<file path="config.mk">
export PLATFORM = sky130hd
export DESIGN_NAME = pin_interrupt_dispatch_debounce
export DESIGN_NICKNAME = d
export VERILOG_FILES = /design/src/rtl/core/pidd_pkg.sv /design/src/rtl/core/pidd_ctrl.sv /design/src/rtl/core/pidd_datapath.sv /design/src/rtl/core/pin_interrupt_dispatch_debounce.sv
export SDC_FILE = /design/constraint.sdc
export NUM_CORES = 1
export LEC_CHECK = 0
export BUFFER_PORTS_ARGS = -buffer_cell sky130_fd_sc_hd__clkbuf_2
export CAP_MARGIN = 20
export CORE_AREA = 2 2 168 170
export DETAILED_ROUTE_END_ITERATION = 8
export DIE_AREA = 0 0 170 172
export SKIP_CTS_REPAIR_TIMING = 1
export SLEW_MARGIN = 20
export SYNTH_ARGS = -nofsm -noshare
export SYNTH_HDL_FRONTEND = slang
export SYNTH_HIERARCHICAL = 1
export SYNTH_SLANG_ARGS = --single-unit
</file>
<file path="constraint.sdc">
create_clock -name clock -period 14.7 [get_ports clock]
set_clock_uncertainty 0.1 [all_clocks]
set_input_delay 2.94 -clock clock [delete_from_list [all_inputs] [get_ports clock]]
set_output_delay 2.94 -clock clock [all_outputs]
set_load 0.02 [all_outputs]
</file>
<file path="src/rtl/core/pidd_pkg.sv">
// Shared types and constants for the pin interrupt dispatcher.
// Used by the controller, the datapath and the top level; no dependencies.
package pidd_pkg;

   localparam int PIN_COUNT_DEF    = 16;
   localparam int SETTLE_COUNT_DEF = 15;

   localparam logic [2:0] TYPE_OFF        = 3'd0;
   localparam logic [2:0] TYPE_HIGH_LEVEL = 3'd5;
   localparam logic [2:0] MODE_CLICK      = 3'd6;
   localparam logic [2:0] MODE_INVALID    = 3'd7;

   localparam logic KIND_EVENT = 1'b0;
   localparam logic KIND_ACK   = 1'b1;

   localparam logic [7:0] COUNT_MAX = 8'hFF;

   typedef struct packed {
      logic       kind;
      logic [3:0] pin;
      logic       level;
      logic [2:0] armed_type;
   } result_type;

   // controller -> datapath
   typedef struct packed {
      logic capture;
      logic arm_commit;
      logic scan_commit;
      logic flush_push;
   } cmd_type;

   // datapath -> controller
   typedef struct packed {
      logic req_action;
      logic out_free;
      logic hold_valid;
      logic fire;
      logic last_pin;
   } status_type;

endpackage

</file>
<file path="src/rtl/core/pidd_ctrl.sv">
// Sequencer for the pin interrupt dispatcher: idle, arm, scan, flush.
// Depends on pidd_pkg for the command and status structs.
module pidd_ctrl (
   input  logic                   clock,
   input  logic                   reset,
   input  logic                   req_tvalid,
   output logic                   req_tready,
   input  pidd_pkg::status_type   status,
   output pidd_pkg::cmd_type      cmd
);

   localparam logic [1:0] ST_IDLE  = 2'd0;
   localparam logic [1:0] ST_ARM   = 2'd1;
   localparam logic [1:0] ST_SCAN  = 2'd2;
   localparam logic [1:0] ST_FLUSH = 2'd3;

   logic [1:0] state_ff, state_in;
   logic       stall;

   assign req_tready = (state_ff == ST_IDLE);
   // a second event cannot go while the held one has nowhere to go
   assign stall = status.fire && status.hold_valid && !status.out_free;

   always_comb begin
      state_in = state_ff;
      cmd      = '0;
      case (state_ff)
         ST_IDLE: begin
            if (req_tvalid) begin
               cmd.capture = 1'b1;
               state_in    = status.req_action ? ST_ARM : ST_SCAN;
            end
         end
         ST_ARM: begin
            if (status.out_free) begin
               cmd.arm_commit = 1'b1;
               state_in       = ST_IDLE;
            end
         end
         ST_SCAN: begin
            if (!stall) begin
               cmd.scan_commit = 1'b1;
               if (status.last_pin) state_in = ST_FLUSH;
            end
         end
         ST_FLUSH: begin
            if (!status.hold_valid) begin
               state_in = ST_IDLE;
            end else if (status.out_free) begin
               cmd.flush_push = 1'b1;
               state_in       = ST_IDLE;
            end
         end
         default: state_in = ST_IDLE;
      endcase
   end

   always_ff @(posedge clock) begin
      if (reset) state_ff <= ST_IDLE;
      else       state_ff <= state_in;
   end

endmodule

</file>
<file path="src/rtl/core/pidd_datapath.sv">
// Pin state, input capture, per-pin evaluation, held event and output register.
// Depends on pidd_pkg; driven by pidd_ctrl commands.
module pidd_datapath #(
   parameter int PIN_COUNT    = pidd_pkg::PIN_COUNT_DEF,
   parameter int SETTLE_COUNT = pidd_pkg::SETTLE_COUNT_DEF
) (
   input  logic                  clock,
   input  logic                  reset,
   input  logic [39:0]           req_tdata,
   input  logic                  req_tuser,
   output logic                  rsp_tvalid,
   input  logic                  rsp_tready,
   output logic [7:0]            rsp_tdata,
   output logic                  rsp_tuser,
   output logic                  rsp_tlast,
   input  pidd_pkg::cmd_type     cmd,
   output pidd_pkg::status_type  status
);

   localparam int IDX_W = (PIN_COUNT > 1) ? $clog2(PIN_COUNT) : 1;

   // captured item
   logic [3:0]  pin_ff;
   logic [2:0]  mode_ff;
   logic [15:0] pending_ff;
   logic [15:0] levels_ff;

   // per-pin state
   logic [2:0] pin_type_ff [PIN_COUNT];
   logic [2:0] pin_type_in [PIN_COUNT];
   logic       click_ff    [PIN_COUNT];
   logic       click_in    [PIN_COUNT];
   logic [7:0] count_ff    [PIN_COUNT];
   logic [7:0] count_in    [PIN_COUNT];

   logic [IDX_W-1:0] scan_ff, scan_in;

   pidd_pkg::result_type hold_ff, hold_in;
   logic                 hold_valid_ff, hold_valid_in;
   pidd_pkg::result_type rsp_ff, rsp_in;
   logic                 rsp_valid_ff, rsp_valid_in;
   logic                 rsp_last_ff, rsp_last_in;

   // arm evaluation
   logic             arm_in_range;
   logic [IDX_W-1:0] arm_idx;
   logic             arm_level;
   logic [2:0]       arm_type;
   logic             arm_click;
   logic [7:0]       arm_count;

   // scan evaluation of the current pin
   logic [2:0] cur_type;
   logic       cur_click;
   logic [7:0] cur_count;
   logic       cur_level;
   logic       cur_active;
   logic       awaited;
   logic [7:0] moved_count;
   logic       fire;
   logic [2:0] new_type;
   logic [7:0] new_count;

   logic out_free;
   pidd_pkg::result_type ev;

   assign out_free = !rsp_valid_ff || rsp_tready;

   assign arm_in_range = ({1'b0, pin_ff} < 5'(PIN_COUNT));
   assign arm_idx      = pin_ff[IDX_W-1:0];
   assign arm_level    = levels_ff[pin_ff];
   assign arm_click    = (mode_ff == pidd_pkg::MODE_CLICK);
   assign arm_count    = arm_click ? 8'(SETTLE_COUNT) : 8'd0;

   always_comb begin
      if (!arm_in_range)                         arm_type = pidd_pkg::TYPE_OFF;
      else if (arm_click)                        arm_type = pidd_pkg::TYPE_HIGH_LEVEL
                                                            - {2'b00, arm_level};
      else if (mode_ff == pidd_pkg::MODE_INVALID) arm_type = pidd_pkg::TYPE_OFF;
      else                                       arm_type = mode_ff;
   end

   assign cur_type   = pin_type_ff[scan_ff];
   assign cur_click  = click_ff[scan_ff];
   assign cur_count  = count_ff[scan_ff];
   assign cur_level  = levels_ff[scan_ff];
   assign cur_active = (cur_type != pidd_pkg::TYPE_OFF) && pending_ff[scan_ff];
   assign awaited    = (cur_type == pidd_pkg::TYPE_HIGH_LEVEL);

   // count down on the awaited level, up otherwise; both ends saturate
   always_comb begin
      if (cur_level == awaited)
         moved_count = (cur_count != 8'd0) ? cur_count - 8'd1 : 8'd0;
      else
         moved_count = (cur_count != pidd_pkg::COUNT_MAX) ? cur_count + 8'd1 : cur_count;
   end

   always_comb begin
      new_type  = cur_type;
      new_count = cur_count;
      fire      = 1'b0;
      if (cur_active) begin
         if (cur_click) begin
            new_count = moved_count;
            if (moved_count == 8'd0) begin
               fire      = 1'b1;
               new_type  = pidd_pkg::TYPE_HIGH_LEVEL - {2'b00, cur_level};
               new_count = 8'(SETTLE_COUNT);
            end
         end else begin
            fire = 1'b1;
         end
      end
   end

   always_comb begin
      ev.kind       = pidd_pkg::KIND_EVENT;
      ev.pin        = 4'(scan_ff);
      ev.level      = cur_level;
      ev.armed_type = new_type;
   end

   always_comb begin
      for (int i = 0; i < PIN_COUNT; i++) begin
         pin_type_in[i] = pin_type_ff[i];
         click_in[i]    = click_ff[i];
         count_in[i]    = count_ff[i];
      end
      if (cmd.arm_commit && arm_in_range) begin
         pin_type_in[arm_idx] = arm_type;
         click_in[arm_idx]    = arm_click;
         count_in[arm_idx]    = arm_count;
      end
      if (cmd.scan_commit) begin
         pin_type_in[scan_ff] = new_type;
         count_in[scan_ff]    = new_count;
      end
   end

   always_comb begin
      scan_in       = scan_ff;
      hold_in       = hold_ff;
      hold_valid_in = hold_valid_ff;
      rsp_in        = rsp_ff;
      rsp_last_in   = rsp_last_ff;
      rsp_valid_in  = rsp_valid_ff && !rsp_tready;
      if (cmd.capture) begin
         scan_in       = '0;
         hold_valid_in = 1'b0;
      end
      if (cmd.arm_commit) begin
         rsp_in.kind       = pidd_pkg::KIND_ACK;
         rsp_in.pin        = pin_ff;
         rsp_in.level      = arm_level;
         rsp_in.armed_type = arm_type;
         rsp_last_in       = 1'b1;
         rsp_valid_in      = 1'b1;
      end
      if (cmd.scan_commit) begin
         if (scan_ff != IDX_W'(PIN_COUNT - 1)) scan_in = scan_ff + IDX_W'(1);
         if (fire) begin
            if (hold_valid_ff) begin
               rsp_in       = hold_ff;
               rsp_last_in  = 1'b0;
               rsp_valid_in = 1'b1;
            end
            hold_in       = ev;
            hold_valid_in = 1'b1;
         end
      end
      if (cmd.flush_push) begin
         rsp_in        = hold_ff;
         rsp_last_in   = 1'b1;
         rsp_valid_in  = 1'b1;
         hold_valid_in = 1'b0;
      end
   end

   always_ff @(posedge clock) begin
      if (reset) begin
         for (int i = 0; i < PIN_COUNT; i++) begin
            pin_type_ff[i] <= pidd_pkg::TYPE_OFF;
            click_ff[i]    <= 1'b0;
            count_ff[i]    <= 8'd0;
         end
         hold_valid_ff <= 1'b0;
         rsp_valid_ff  <= 1'b0;
         scan_ff       <= '0;
      end else begin
         for (int i = 0; i < PIN_COUNT; i++) begin
            pin_type_ff[i] <= pin_type_in[i];
            click_ff[i]    <= click_in[i];
            count_ff[i]    <= count_in[i];
         end
         hold_valid_ff <= hold_valid_in;
         rsp_valid_ff  <= rsp_valid_in;
         scan_ff       <= scan_in;
      end
   end

   always_ff @(posedge clock) begin
      if (cmd.capture) begin
         pin_ff     <= req_tdata[3:0];
         mode_ff    <= req_tdata[6:4];
         pending_ff <= req_tdata[22:7];
         levels_ff  <= req_tdata[38:23];
      end
      hold_ff     <= hold_in;
      rsp_ff      <= rsp_in;
      rsp_last_ff <= rsp_last_in;
   end

   assign status.req_action = req_tuser;
   assign status.out_free   = out_free;
   assign status.hold_valid = hold_valid_ff;
   assign status.fire       = fire;
   assign status.last_pin   = (scan_ff == IDX_W'(PIN_COUNT - 1));

   assign rsp_tvalid = rsp_valid_ff;
   assign rsp_tdata  = {rsp_ff.armed_type, rsp_ff.level, rsp_ff.pin};
   assign rsp_tuser  = rsp_ff.kind;
   assign rsp_tlast  = rsp_last_ff;

endmodule

</file>
<file path="src/rtl/core/pin_interrupt_dispatch_debounce.sv">
// Top level of the pin interrupt dispatcher with click debounce.
// Instantiates pidd_ctrl and pidd_datapath; uses pidd_pkg.
//
//  channel | dir | tdata                                         | tuser   | tlast
//  req     | in  | pin[3:0] mode[6:4] pending[22:7] levels[38:23] | action  | -
//  rsp     | out | event_pin[3:0] event_level[4] armed_type[7:5]  | kind    | last
//
// Arm: capture, then commit into the output register once it is free.
// Dispatch: one pin evaluated per cycle by the scan counter unless the scan stalls,
// plus a flush of the held event; last is known only once the scan passes the end.
// A stalled rsp side holds the scan only when a second event finds both the held
// slot and the output register full. Reset clears all pin state.
module pin_interrupt_dispatch_debounce #(
   parameter int PIN_COUNT    = pidd_pkg::PIN_COUNT_DEF,
   parameter int SETTLE_COUNT = pidd_pkg::SETTLE_COUNT_DEF
) (
   input  logic        clock,
   input  logic        reset,
   input  logic        req_tvalid,
   output logic        req_tready,
   input  logic [39:0] req_tdata,  // pin, mode, pending, levels, zero pad
   input  logic        req_tuser,  // action
   output logic        rsp_tvalid,
   input  logic        rsp_tready,
   output logic [7:0]  rsp_tdata,  // event_pin, event_level, armed_type
   output logic        rsp_tuser,  // kind
   output logic        rsp_tlast
);

   pidd_pkg::cmd_type    cmd;
   pidd_pkg::status_type status;

   pidd_ctrl u_ctrl (
      .clock      (clock),
      .reset      (reset),
      .req_tvalid (req_tvalid),
      .req_tready (req_tready),
      .status     (status),
      .cmd        (cmd)
   );

   pidd_datapath #(
      .PIN_COUNT    (PIN_COUNT),
      .SETTLE_COUNT (SETTLE_COUNT)
   ) u_datapath (
      .clock      (clock),
      .reset      (reset),
      .req_tdata  (req_tdata),
      .req_tuser  (req_tuser),
      .rsp_tvalid (rsp_tvalid),
      .rsp_tready (rsp_tready),
      .rsp_tdata  (rsp_tdata),
      .rsp_tuser  (rsp_tuser),
      .rsp_tlast  (rsp_tlast),
      .cmd        (cmd),
      .status     (status)
   );

endmodule
</file>
==> results of run 1 <==
==> worst min path at each step <==
stage | start | endpoint | cells after the start
final | u_datapath/rsp_tuser | u_datapath/rsp_tuser | 1
after global routing | u_datapath/rsp_tuser | u_datapath/rsp_tuser | 1
after CTS | u_datapath/rsp_tuser | u_datapath/rsp_tuser | 1
after detailed placement | u_datapath/rsp_tuser | u_datapath/rsp_tuser | 1
after global placement | u_datapath/rsp_tuser | u_datapath/rsp_tuser | 1
after floorplan | u_datapath/scan_ff[3] | u_datapath/hold_ff[7] | 0
==> power by group through the flow <==
stage / logic (mW) / clock network [mW] / registers [mW]
floorplan: 0.128 / 0 / 0.778
global placement: 0.182 / 0 / 0.772
detailed placement: 0.184 / 0 / 0.773
CTS: 0.184 / 0.750 / 0.758
global route: 0.201 / 0.780 / 0.761
finish: 0.186 / 0.738 / 0.758
==> cell usage after synthesis, types with 4 or more instances <==
master    count  share of area [%]
dfxtp_1     210                 32
a211oi_1    164                9.4
nand2_1     149                4.3
nor2_1      118                3.4
a21oi_1     109                4.2
nand3_1      91                3.5
clkbuf_1     85                2.4
mux4_2       60                 10
edfxtp_1     47                 11
mux2i_1      32                2.5
a211oi_2     29                2.8
nor3_1       28                1.1
o21ai_0      27                1.0
a22oi_1      21                1.2
inv_1        15               0.43
buf_2        14               0.54
mux2_2       14                1.2
buf_4         7               0.40
buf_6         6               0.52
ha_1          6               0.58
a22o_1        5               0.34
and2_1        5               0.24
and4_1        5               0.34
o211ai_1      5               0.29
buf_1         4               0.12
nand2b_1      4               0.19
nand4_1       4               0.19
nor2b_1       4               0.19
==> per-layer routing <==
metal	up-vias	global-route usage, %	share of wire, %
li1	5076	-	-
met1	5408	38.21	44
met2	421	43.55	45
met3	107	3.822	7.2
met4	0	11.59	4.1
met5	-	0	0
==> state kept, by name, indices dropped and copies added (netlist names) <==
signal,flops
u_datapath/pending_ff,16
u_datapath/levels_ff,16
u_ctrl/state_ff,2
u_datapath/scan_ff,4
u_datapath/rsp_tlast,1
u_datapath/hold_ff,8
u_datapath/count_ff,128
u_datapath/pin_type_ff,48
u_datapath/mode_ff,3
u_datapath/arm_idx,4
u_datapath/rsp_tuser,1
u_datapath/hold_valid_ff,1
u_datapath/rsp_tdata,8
u_datapath/rsp_tvalid,1
u_datapath/click_ff,16
==> worst max-delay path: cells and delay by family (launching register included) <==
| kind | cells | cell delay (ns) |
|---|---|---|
| AOI/OAI and AO/OA | 6 | 2.30 |
| buffers and inverters | 2 | 0.94 |
| DFF | 1 | 0.58 |
| muxes | 2 | 1.01 |
| and+or+nand+nor | 7 | 1.83 |
==> through the flow <==
stage / setup WS (ns) / total power, mW
after floorplan: 9.541 / 0.9061
after global placement: 7.792 / 0.9540
after detailed placement: 7.751 / 0.9568
after CTS: 7.676 / 1.693
after global routing: 7.287 / 1.742
final: 7.767 / 1.682
==> layout make-up <==
| cell class | instances | area, um^2 |
|---|---|---|
| Clock buffer | 36 | 772.0 |
| Clock inverter | 18 | 198.9 |
| Fill cell | 2482 | 13050 |
| Tap cell | 346 | 432.9 |
| Sequential cell | 257 | 5623 |
| Timing Repair Buffer | 87 | 525.5 |
| Inverter | 18 | 67.56 |
| Multi-Input combinational cell | 944 | 6809 |
==> logic make-up after synthesis <==
group / share of synthesized area (%)
compound gates: 22.60
mux: 14.04
xor+xnor: 0.06723
simple gates: 14.61
buf+inv: 5.003
flops: 43.10
fa+ha+maj: 0.5761
==> flow_metrics.tcl, run 1 <==
set metrics [dict create \
    status "completed" \
    design.portCount 57 \
    fin_util_pct 52.51 \
    die_h_um 172 \
    setup-tns-final_ns 0 \
    rsz0062_at_grt "no" \
    startpoint "u_datapath/scan_ff[0]" \
    setup_violations 0 \
    power_density_nw_per_um2 116.6 \
    hold_violations 0 \
    cts_sinks 257 \
    synth_ff_type "dfxtp_1" \
    required_ns 15.04 \
    portBuffers 55 \
    switchingPower_uw 432.3 \
    grt_overflow 0 \
    via_count 11012 \
    drt_first_pass_iters 5 \
    root_buffer "clkbuf_16" \
    rows 61 \
    p_comb_share_pct 11.1 \
    grt_pass1_vias 10581 \
    diodes 0 \
    coreArea_um2 27480 \
    synth_area_um2 13030 \
    cts-buffers-inserted 29 \
    async_flop_share_pct 0 \
    cp_max_fo 41 \
    reg2regPathDepth 17 \
    critPathMaxStageDelay_ns 0.71 \
    design_area_um2 14430 \
    crit_path_end "u_datapath/rsp_tdata[4]" \
    die_w_um 170 \
    slowest_stage "buf_4" \
    grt_max_degree 86 \
    syn_inst 1338 \
    initial_core_util_pct 47.42 \
    period_share_pct 47.17 \
    criticalPathCategory "flop to flop" \
    cts_tree "done" \
    clockBufferDepth 3 \
    syn-num-nets 1389 \
    grtUsageTotal_pct 27.57 \
    place_inst 1652 \
    p_int_mw 1.250 \
    clk_latency_ns 0.55 \
    drc 0 \
    fin_crit_ns 6.933 \
    synth_seq_cells 257 \
    ant_nets 0 \
    seq_power_share_pct 45.1 \
    clock.fmax_mhz 144.2 \
    p_sw_share_pct 25.70 \
    irDropWorstVdd_uv 78.61 \
    holdWs_ns 0.3544 \
    fin_nets 1388 \
    synth.yosys.seq_area_share_pct 43.10 \
    syn2layout_area_growth_pct 10.74 \
    drive_gt1_share_pct 19.41 \
    slew_headroom_pct 24.43 \
    clk_pin_slew_ns 0.06 \
    grt_first_pass_wirelength_mm 62.25 \
    mostFrequentLayoutCells "dfxtp_1, a211oi_1, nand2_1" \
    finalWirelength_mm 39.91 \
    first_iter_violations 1141 \
    p_leak_nw 4.565 \
    yosys_warnings 6 \
    post_drt_wl_per_cell_um 23.39 \
    worstMarginPinSlew_ns 1.127 \
    endpoint_kind "flop" \
    r2r_end "u_datapath/rsp_tdata[4]" \
    placed_area_um2 13450 \
    viasPerCell 6.455 \
    slew_violations 0 \
    r2r-start "u_datapath/scan_ff[0]" \
    r2r_slack_ns 7.77 \
    worstPathCellList "buf_4, mux4_2, a22o_1, a221o_1, or4_1, nand2_1, o21ai_0, a222oi_1, nand4_1, a21oi_1, and3b_1, nor3b_2, buf_4, nand2_1, nor2_1, a211oi_4, mux2_2" \
    dieArea_um2 29240 \
    synth_edf_count 47 \
    power_frac_clock_pct 43.9 \
    antenna_found_initial 0 \
    htree_levels 1 \
    worstSetupStartpointType "flop" \
    fin_cells 1706 \
    arrival_ns 7.28 \
    gp_congestion 0.9374 \
    dpl.hpwl_mm 25.74 \
    cap_violations 0 \
    syn_avg_cell_area_um2 9.738 \
    synthDistinctLibCells 75 \
    final_common_cell "dfxtp_1" \
    hp-class "flop to flop" \
]
Note: power is estimated with default switching activity, not from simulation.
==> inputs of run 2 (changes only) <==
--- a/config.mk
+++ b/config.mk
@@ -10,6 +10,7 @@
 export CORE_AREA = 2 2 168 170
 export DETAILED_ROUTE_END_ITERATION = 8
 export DIE_AREA = 0 0 170 172
+export PLACE_DENSITY = 0.67
 export SKIP_CTS_REPAIR_TIMING = 1
 export SLEW_MARGIN = 20
 export SYNTH_ARGS = -nofsm -noshare
==> constraint.sdc (replaced) <==
create_clock -name clock -period 5.6 [get_ports clock]
set_clock_uncertainty 0.1 [all_clocks]
set_input_delay 1.12 -clock clock [delete_from_list [all_inputs] [get_ports clock]]
set_output_delay 1.12 -clock clock [all_outputs]
set_load 0.02 [all_outputs]
==> run 2 against run 1 <==
Net effect:
- sequential power grew to 2.6 times the previous value
- maximum frequency is 26% higher
- critical path depth is 2 higher
- global-route usage down 0.45 points
- die area unchanged
- utilization grew 1.8 points
- final area is 3.3% higher
- combinational power rose to 2.9 times the previous value
- clock-buffer cell count increased by 9
- register-to-register slack worse by 7.7 ns
- clock power is 150% higher
- critical path type unchanged
- critical endpoint is now u_datapath/count_ff[15][7]
- largest cell class unchanged
- largest power group unchanged
==> flow_metrics.tcl, run 2 (synthesized netlist as in run 1, its figures left out) <==
set metrics [dict create \
    status "completed" \
    power_density_nw_per_um2 292.8 \
    criticalPathCategory "flop to flop" \
    grt_pass1_vias 10895 \
    clk_latency_ns 0.54 \
    grt_overflow 0 \
    worstPathCellList "buf_12, mux4_2, a22o_1, a221o_2, nor3_4, a311oi_1, or4_1, a222oi_1, nand4_1, a21oi_1, and3b_1, nor3b_2, buf_12, buf_4, and2_1, nand2_1, buf_4, nand3_1, a21oi_1" \
    slowest_stage "or4_1" \
    clock.fmax_mhz 182.3 \
    rows 61 \
    cap_violations 0 \
    fin_cells 1755 \
    cp_max_fo 9 \
    reg2regPathDepth 19 \
    cts-buffers-inserted 27 \
    worstMarginPinSlew_ns 1.120 \
    viasPerCell 6.394 \
    finalWirelength_mm 39.44 \
    largest_reg_flops 128 \
    hold_violations 0 \
    drc 0 \
    n_fill_cell 2402 \
    fin_crit_ns 5.484 \
    required_ns 5.94 \
    design.portCount 57 \
    via_count 11221 \
    portBuffers 55 \
    grt_first_pass_wirelength_mm 61.86 \
    endpoint_kind "flop" \
    clk_pin_slew_ns 0.06 \
    irDropWorstVdd_uv 193.6 \
    setup-tns-final_ns 0 \
    diodes 0 \
    grt_max_degree 121 \
    clockBufferDepth 3 \
    gp_congestion 0.9286 \
    r2r-start "u_datapath/scan_ff[0]" \
    worstSetupStartpointType "flop" \
    cts_tree "done" \
    top_register "u_datapath/count_ff" \
    drive_gt1_share_pct 23.07 \
    mostFrequentLayoutCells "dfxtp_1, a211oi_1, nand2_1" \
    period_share_pct 97.93 \
    first_iter_violations 1212 \
    p_leak_nw 4.797 \
    syn2layout_area_growth_pct 14.44 \
    fin_util_pct 54.27 \
    regArea_um2 5624 \
    die_h_um 172 \
    slew_violations 0 \
    htree_levels 1 \
    coreArea_um2 27480 \
    holdWs_ns 0.3620 \
    fin_nets 1439 \
    ant_nets 0 \
    top_regs "u_datapath/count_ff: 128 flops, u_datapath/pin_type_ff: 48 flops" \
    design_area_um2 14910 \
    place_inst 1704 \
    setup_ws_ns 0.1158 \
    power_mw 4.366 \
    dp_worst_setup_slack_ns 0.1177 \
    final_common_cell "dfxtp_1" \
    dpl.hpwl_mm 26.66 \
    drt_first_pass_iters 7 \
    arrival_ns 5.82 \
    die_w_um 170 \
    startpoint "u_datapath/scan_ff[0]" \
    placed_area_um2 13940 \
    antenna_found_initial 0 \
    hold_start "u_datapath/count_ff[8][4]" \
    slew_headroom_pct 24.90 \
    multiInputGateArea_um2 6849 \
    post_drt_wl_per_cell_um 22.48 \
    min_path_cells 2 \
    grtUsageTotal_pct 27.12 \
    setup_violations 0 \
    hp-class "flop to flop" \
    cts_sinks 257 \
    critPathMaxStageDelay_ns 0.57 \
    dieArea_um2 29240 \
    root_buffer "clkbuf_16" \
    initial_core_util_pct 47.42 \
]
[run 2: cell count changes in the layout (fill, tap and decap cells not counted), moves of 5 or more]
cell	previous run	this run
nor2_1	114	106
buf_12	0	8
clkinv_1	6	1
clkbuf_8	2	8
nor2_2	4	12
buf_4	31	75
[run 2: per-layer routing]
| layer | part of all wire (%) | wire length [um] | vias up | GRT usage [%] |
|---|---|---|---|---|
| met2 | 46 | 18270 | 512 | 43.89 |
| met4 | 3.5 | 1382 | 0 | 9.810 |
| met1 | 42 | 16640 | 5439 | 37.56 |
| met3 | 8.0 | 3149 | 101 | 3.456 |
| met5 | 0 | 0 | - | 0 |
| li1 | - | - | 5169 | - |
[run 2: final timing paths]
check                                    end  slack (ns)
hold / removal     u_datapath/count_ff[8][4]        0.36
setup / recovery  u_datapath/count_ff[15][7]        0.12
hold reg to reg    u_datapath/count_ff[8][4]        0.36
setup reg to reg  u_datapath/count_ff[15][7]        0.12
[run 2: critical path: cells and delay by family (launching register included)]
| family | cells | cell delay [ns] |
|---|---|---|
| mux | 1 | 0.55 |
| flops | 1 | 0.46 |
| buf+inv | 4 | 0.64 |
| simple gates | 8 | 1.86 |
| compound gates | 6 | 1.76 |
[run 2: report_power, final]
part           total (mW)  switching (mW)  leakage, nW  internal [mW]
Clock                1.84           0.745        0.439           1.10
Sequential           1.99          0.0391         2.14           1.95
Combinational       0.539           0.328         2.22          0.211
Total                4.37            1.11         4.80           3.25
[run 2: area by class of cell]
class / instances / share of cell area [%]
multi-input combinational: 944 / 45.93
sequential: 257 / 37.72
timing repair buffer: 140 / 6.889
clock buffer: 45 / 5.546
tap: 346 / 2.903
clock inverter: 5 / 0.5622
inverter: 18 / 0.4531
==> inputs of run 3 (changes only) <==
--- a/config.mk
+++ b/config.mk
@@ -10,7 +10,6 @@
 export CORE_AREA = 2 2 168 170
 export DETAILED_ROUTE_END_ITERATION = 8
 export DIE_AREA = 0 0 170 172
-export PLACE_DENSITY = 0.67
 export SKIP_CTS_REPAIR_TIMING = 1
 export SLEW_MARGIN = 20
 export SYNTH_ARGS = -nofsm -noshare
==> constraint.sdc (replaced) <==
create_clock -name clock -period 6.7 [get_ports clock]
set_clock_uncertainty 0.1 [all_clocks]
set_input_delay 1.34 -clock clock [delete_from_list [all_inputs] [get_ports clock]]
set_output_delay 1.34 -clock clock [all_outputs]
set_load 0.02 [all_outputs]
==> run 3 against run 2 <==
Net effect:
- routed wire length down 1.1%
- sequential cell count did not move
- critical path type unchanged
- combinational power decreased by 24%
- largest power group unchanged
- register-to-register slack improved by 0.37 ns
- cell count is 2.0% lower
- die area did not move
- critical endpoint is now u_datapath/pin_type_ff[7][0]
- worst setup slack better by 0.37 ns
- clock-buffer cell count fell by 7
==> flow_metrics.tcl, run 3 (synthesized netlist as in run 1, its figures left out) <==
set metrics [dict create \
    status "completed" \
    dp_worst_setup_slack_ns 0.6728 \
    min_path_cells 1 \
    fin_cells 1720 \
    worstPathCellList "nor2_1, a22o_1, a221o_1, or4_1, nand2_1, o21ai_0, a222oi_1, nand4_1, a21oi_1, and3b_1, nor3b_2, buf_4, and2_1, nand2_1, nor2_1, a22oi_1, a21oi_1" \
    cts_sinks 257 \
    post_drt_wl_per_cell_um 22.68 \
    slowest_stage "dfxtp_1" \
    rows 61 \
    cap_violations 0 \
    slew_violations 0 \
    power_density_nw_per_um2 255.1 \
    root_buffer "clkbuf_16" \
    p_leak_nw 4.685 \
    setup_ws_ns 0.4853 \
    worstSetupStartpointType "flop" \
    syn2layout_area_growth_pct 12.08 \
    diodes 0 \
    first_iter_violations 1295 \
    place_inst 1669 \
    top_regs "u_datapath/count_ff: 128 flops, u_datapath/pin_type_ff: 48 flops" \
    grt_max_degree 90 \
    drt_first_pass_iters 5 \
    design.portCount 57 \
    grt_first_pass_wirelength_mm 60.70 \
    largest_reg_flops 128 \
    design_area_um2 14600 \
    placed_area_um2 13610 \
    mostFrequentLayoutCells "dfxtp_1, a211oi_1, nand2_1" \
    grt_overflow 0 \
    setup-tns-final_ns 0 \
    dieArea_um2 29240 \
    drive_gt1_share_pct 20.23 \
    antenna_found_initial 0 \
    dpl.hpwl_mm 26.12 \
    setup_violations 0 \
    cts_tree "done" \
    required_ns 7.00 \
    slew_headroom_pct 23.44 \
    cts-buffers-inserted 28 \
    grtUsageTotal_pct 26.78 \
    via_count 11020 \
    grt_pass1_vias 10461 \
    critPathMaxStageDelay_ns 0.92 \
    irDropWorstVdd_uv 169.0 \
    reg2regPathDepth 17 \
    power_mw 3.725 \
    cp_max_fo 22 \
    clk_pin_slew_ns 0.06 \
    die_h_um 172 \
    fin_util_pct 53.15 \
    clockBufferDepth 3 \
    rsz0062_at_grt "no" \
    hp-class "flop to flop" \
    hold_violations 0 \
    ant_nets 0 \
    viasPerCell 6.407 \
    die_w_um 170 \
    clock.fmax_mhz 160.9 \
    endpoint_kind "flop" \
    period_share_pct 92.76 \
    finalWirelength_mm 39.01 \
    final_common_cell "dfxtp_1" \
    criticalPathCategory "flop to flop" \
    coreArea_um2 27480 \
    gp_congestion 0.9097 \
    clk_latency_ns 0.55 \
    arrival_ns 6.52 \
    drc 0 \
    initial_core_util_pct 47.42 \
    portBuffers 55 \
    worstMarginPinSlew_ns 1.142 \
    top_register "u_datapath/count_ff" \
    fin_crit_ns 6.215 \
    holdWs_ns 0.3520 \
    htree_levels 1 \
    fin_nets 1404 \
]
-- run 3: cell types whose count changed in the layout (fill, tap and decap cells not counted), sizes merged --
cell	before	now
clkbuf	99	92
clkinv	1	8
bufinv	2	5
clkinvlp	2	1
inv	18	17
buf	86	50
-- run 3: worst paths after layout --
| check | endpoint | from | slack (ns) |
|---|---|---|---|
| min reg2reg | u_datapath/rsp_tuser | u_datapath/rsp_tuser | 0.35 |
| max | u_datapath/pin_type_ff[7][0] | u_datapath/scan_ff[2] | 0.49 |
| max reg2reg | u_datapath/pin_type_ff[7][0] | u_datapath/scan_ff[2] | 0.49 |
| min | u_datapath/rsp_tuser | u_datapath/rsp_tuser | 0.35 |
-- run 3: where the power goes --
group          switching [mW]  internal (mW)  leakage (nW)
combinational           0.260          0.151          2.05
clock                   0.634           1.01         0.488
sequential             0.0381           1.63          2.14
total                   0.931           2.79          4.69
-- run 3: layer usage --
metal	up-vias	part of all wire [%]	GRT usage [%]
met3	73	7.8	3.937
li1	5100	-	-
met5	-	0	0
met1	5373	44	37.83
met4	0	2.1	6.652
met2	474	46	43.48
-- run 3: layout make-up --
class,instances,area (um^2)
fillers,2490,12870
multi-input cells,944,6789
flip-flops and latches,257,5623
clock buffers,38,788.3
repair buffers,104,699.4
well taps,346,432.9
clock inverters,13,203.9
inverters,18,67.56
-- run 3: worst max-delay path, delay by kind of cell, from the launching register on --
kind / cells / cell delay, ns
AO/OA/AOI/OAI: 7 / 2.06
buffers and inverters: 1 / 0.22
AND/OR/NAND/NOR: 9 / 2.72
flip-flops: 1 / 0.92
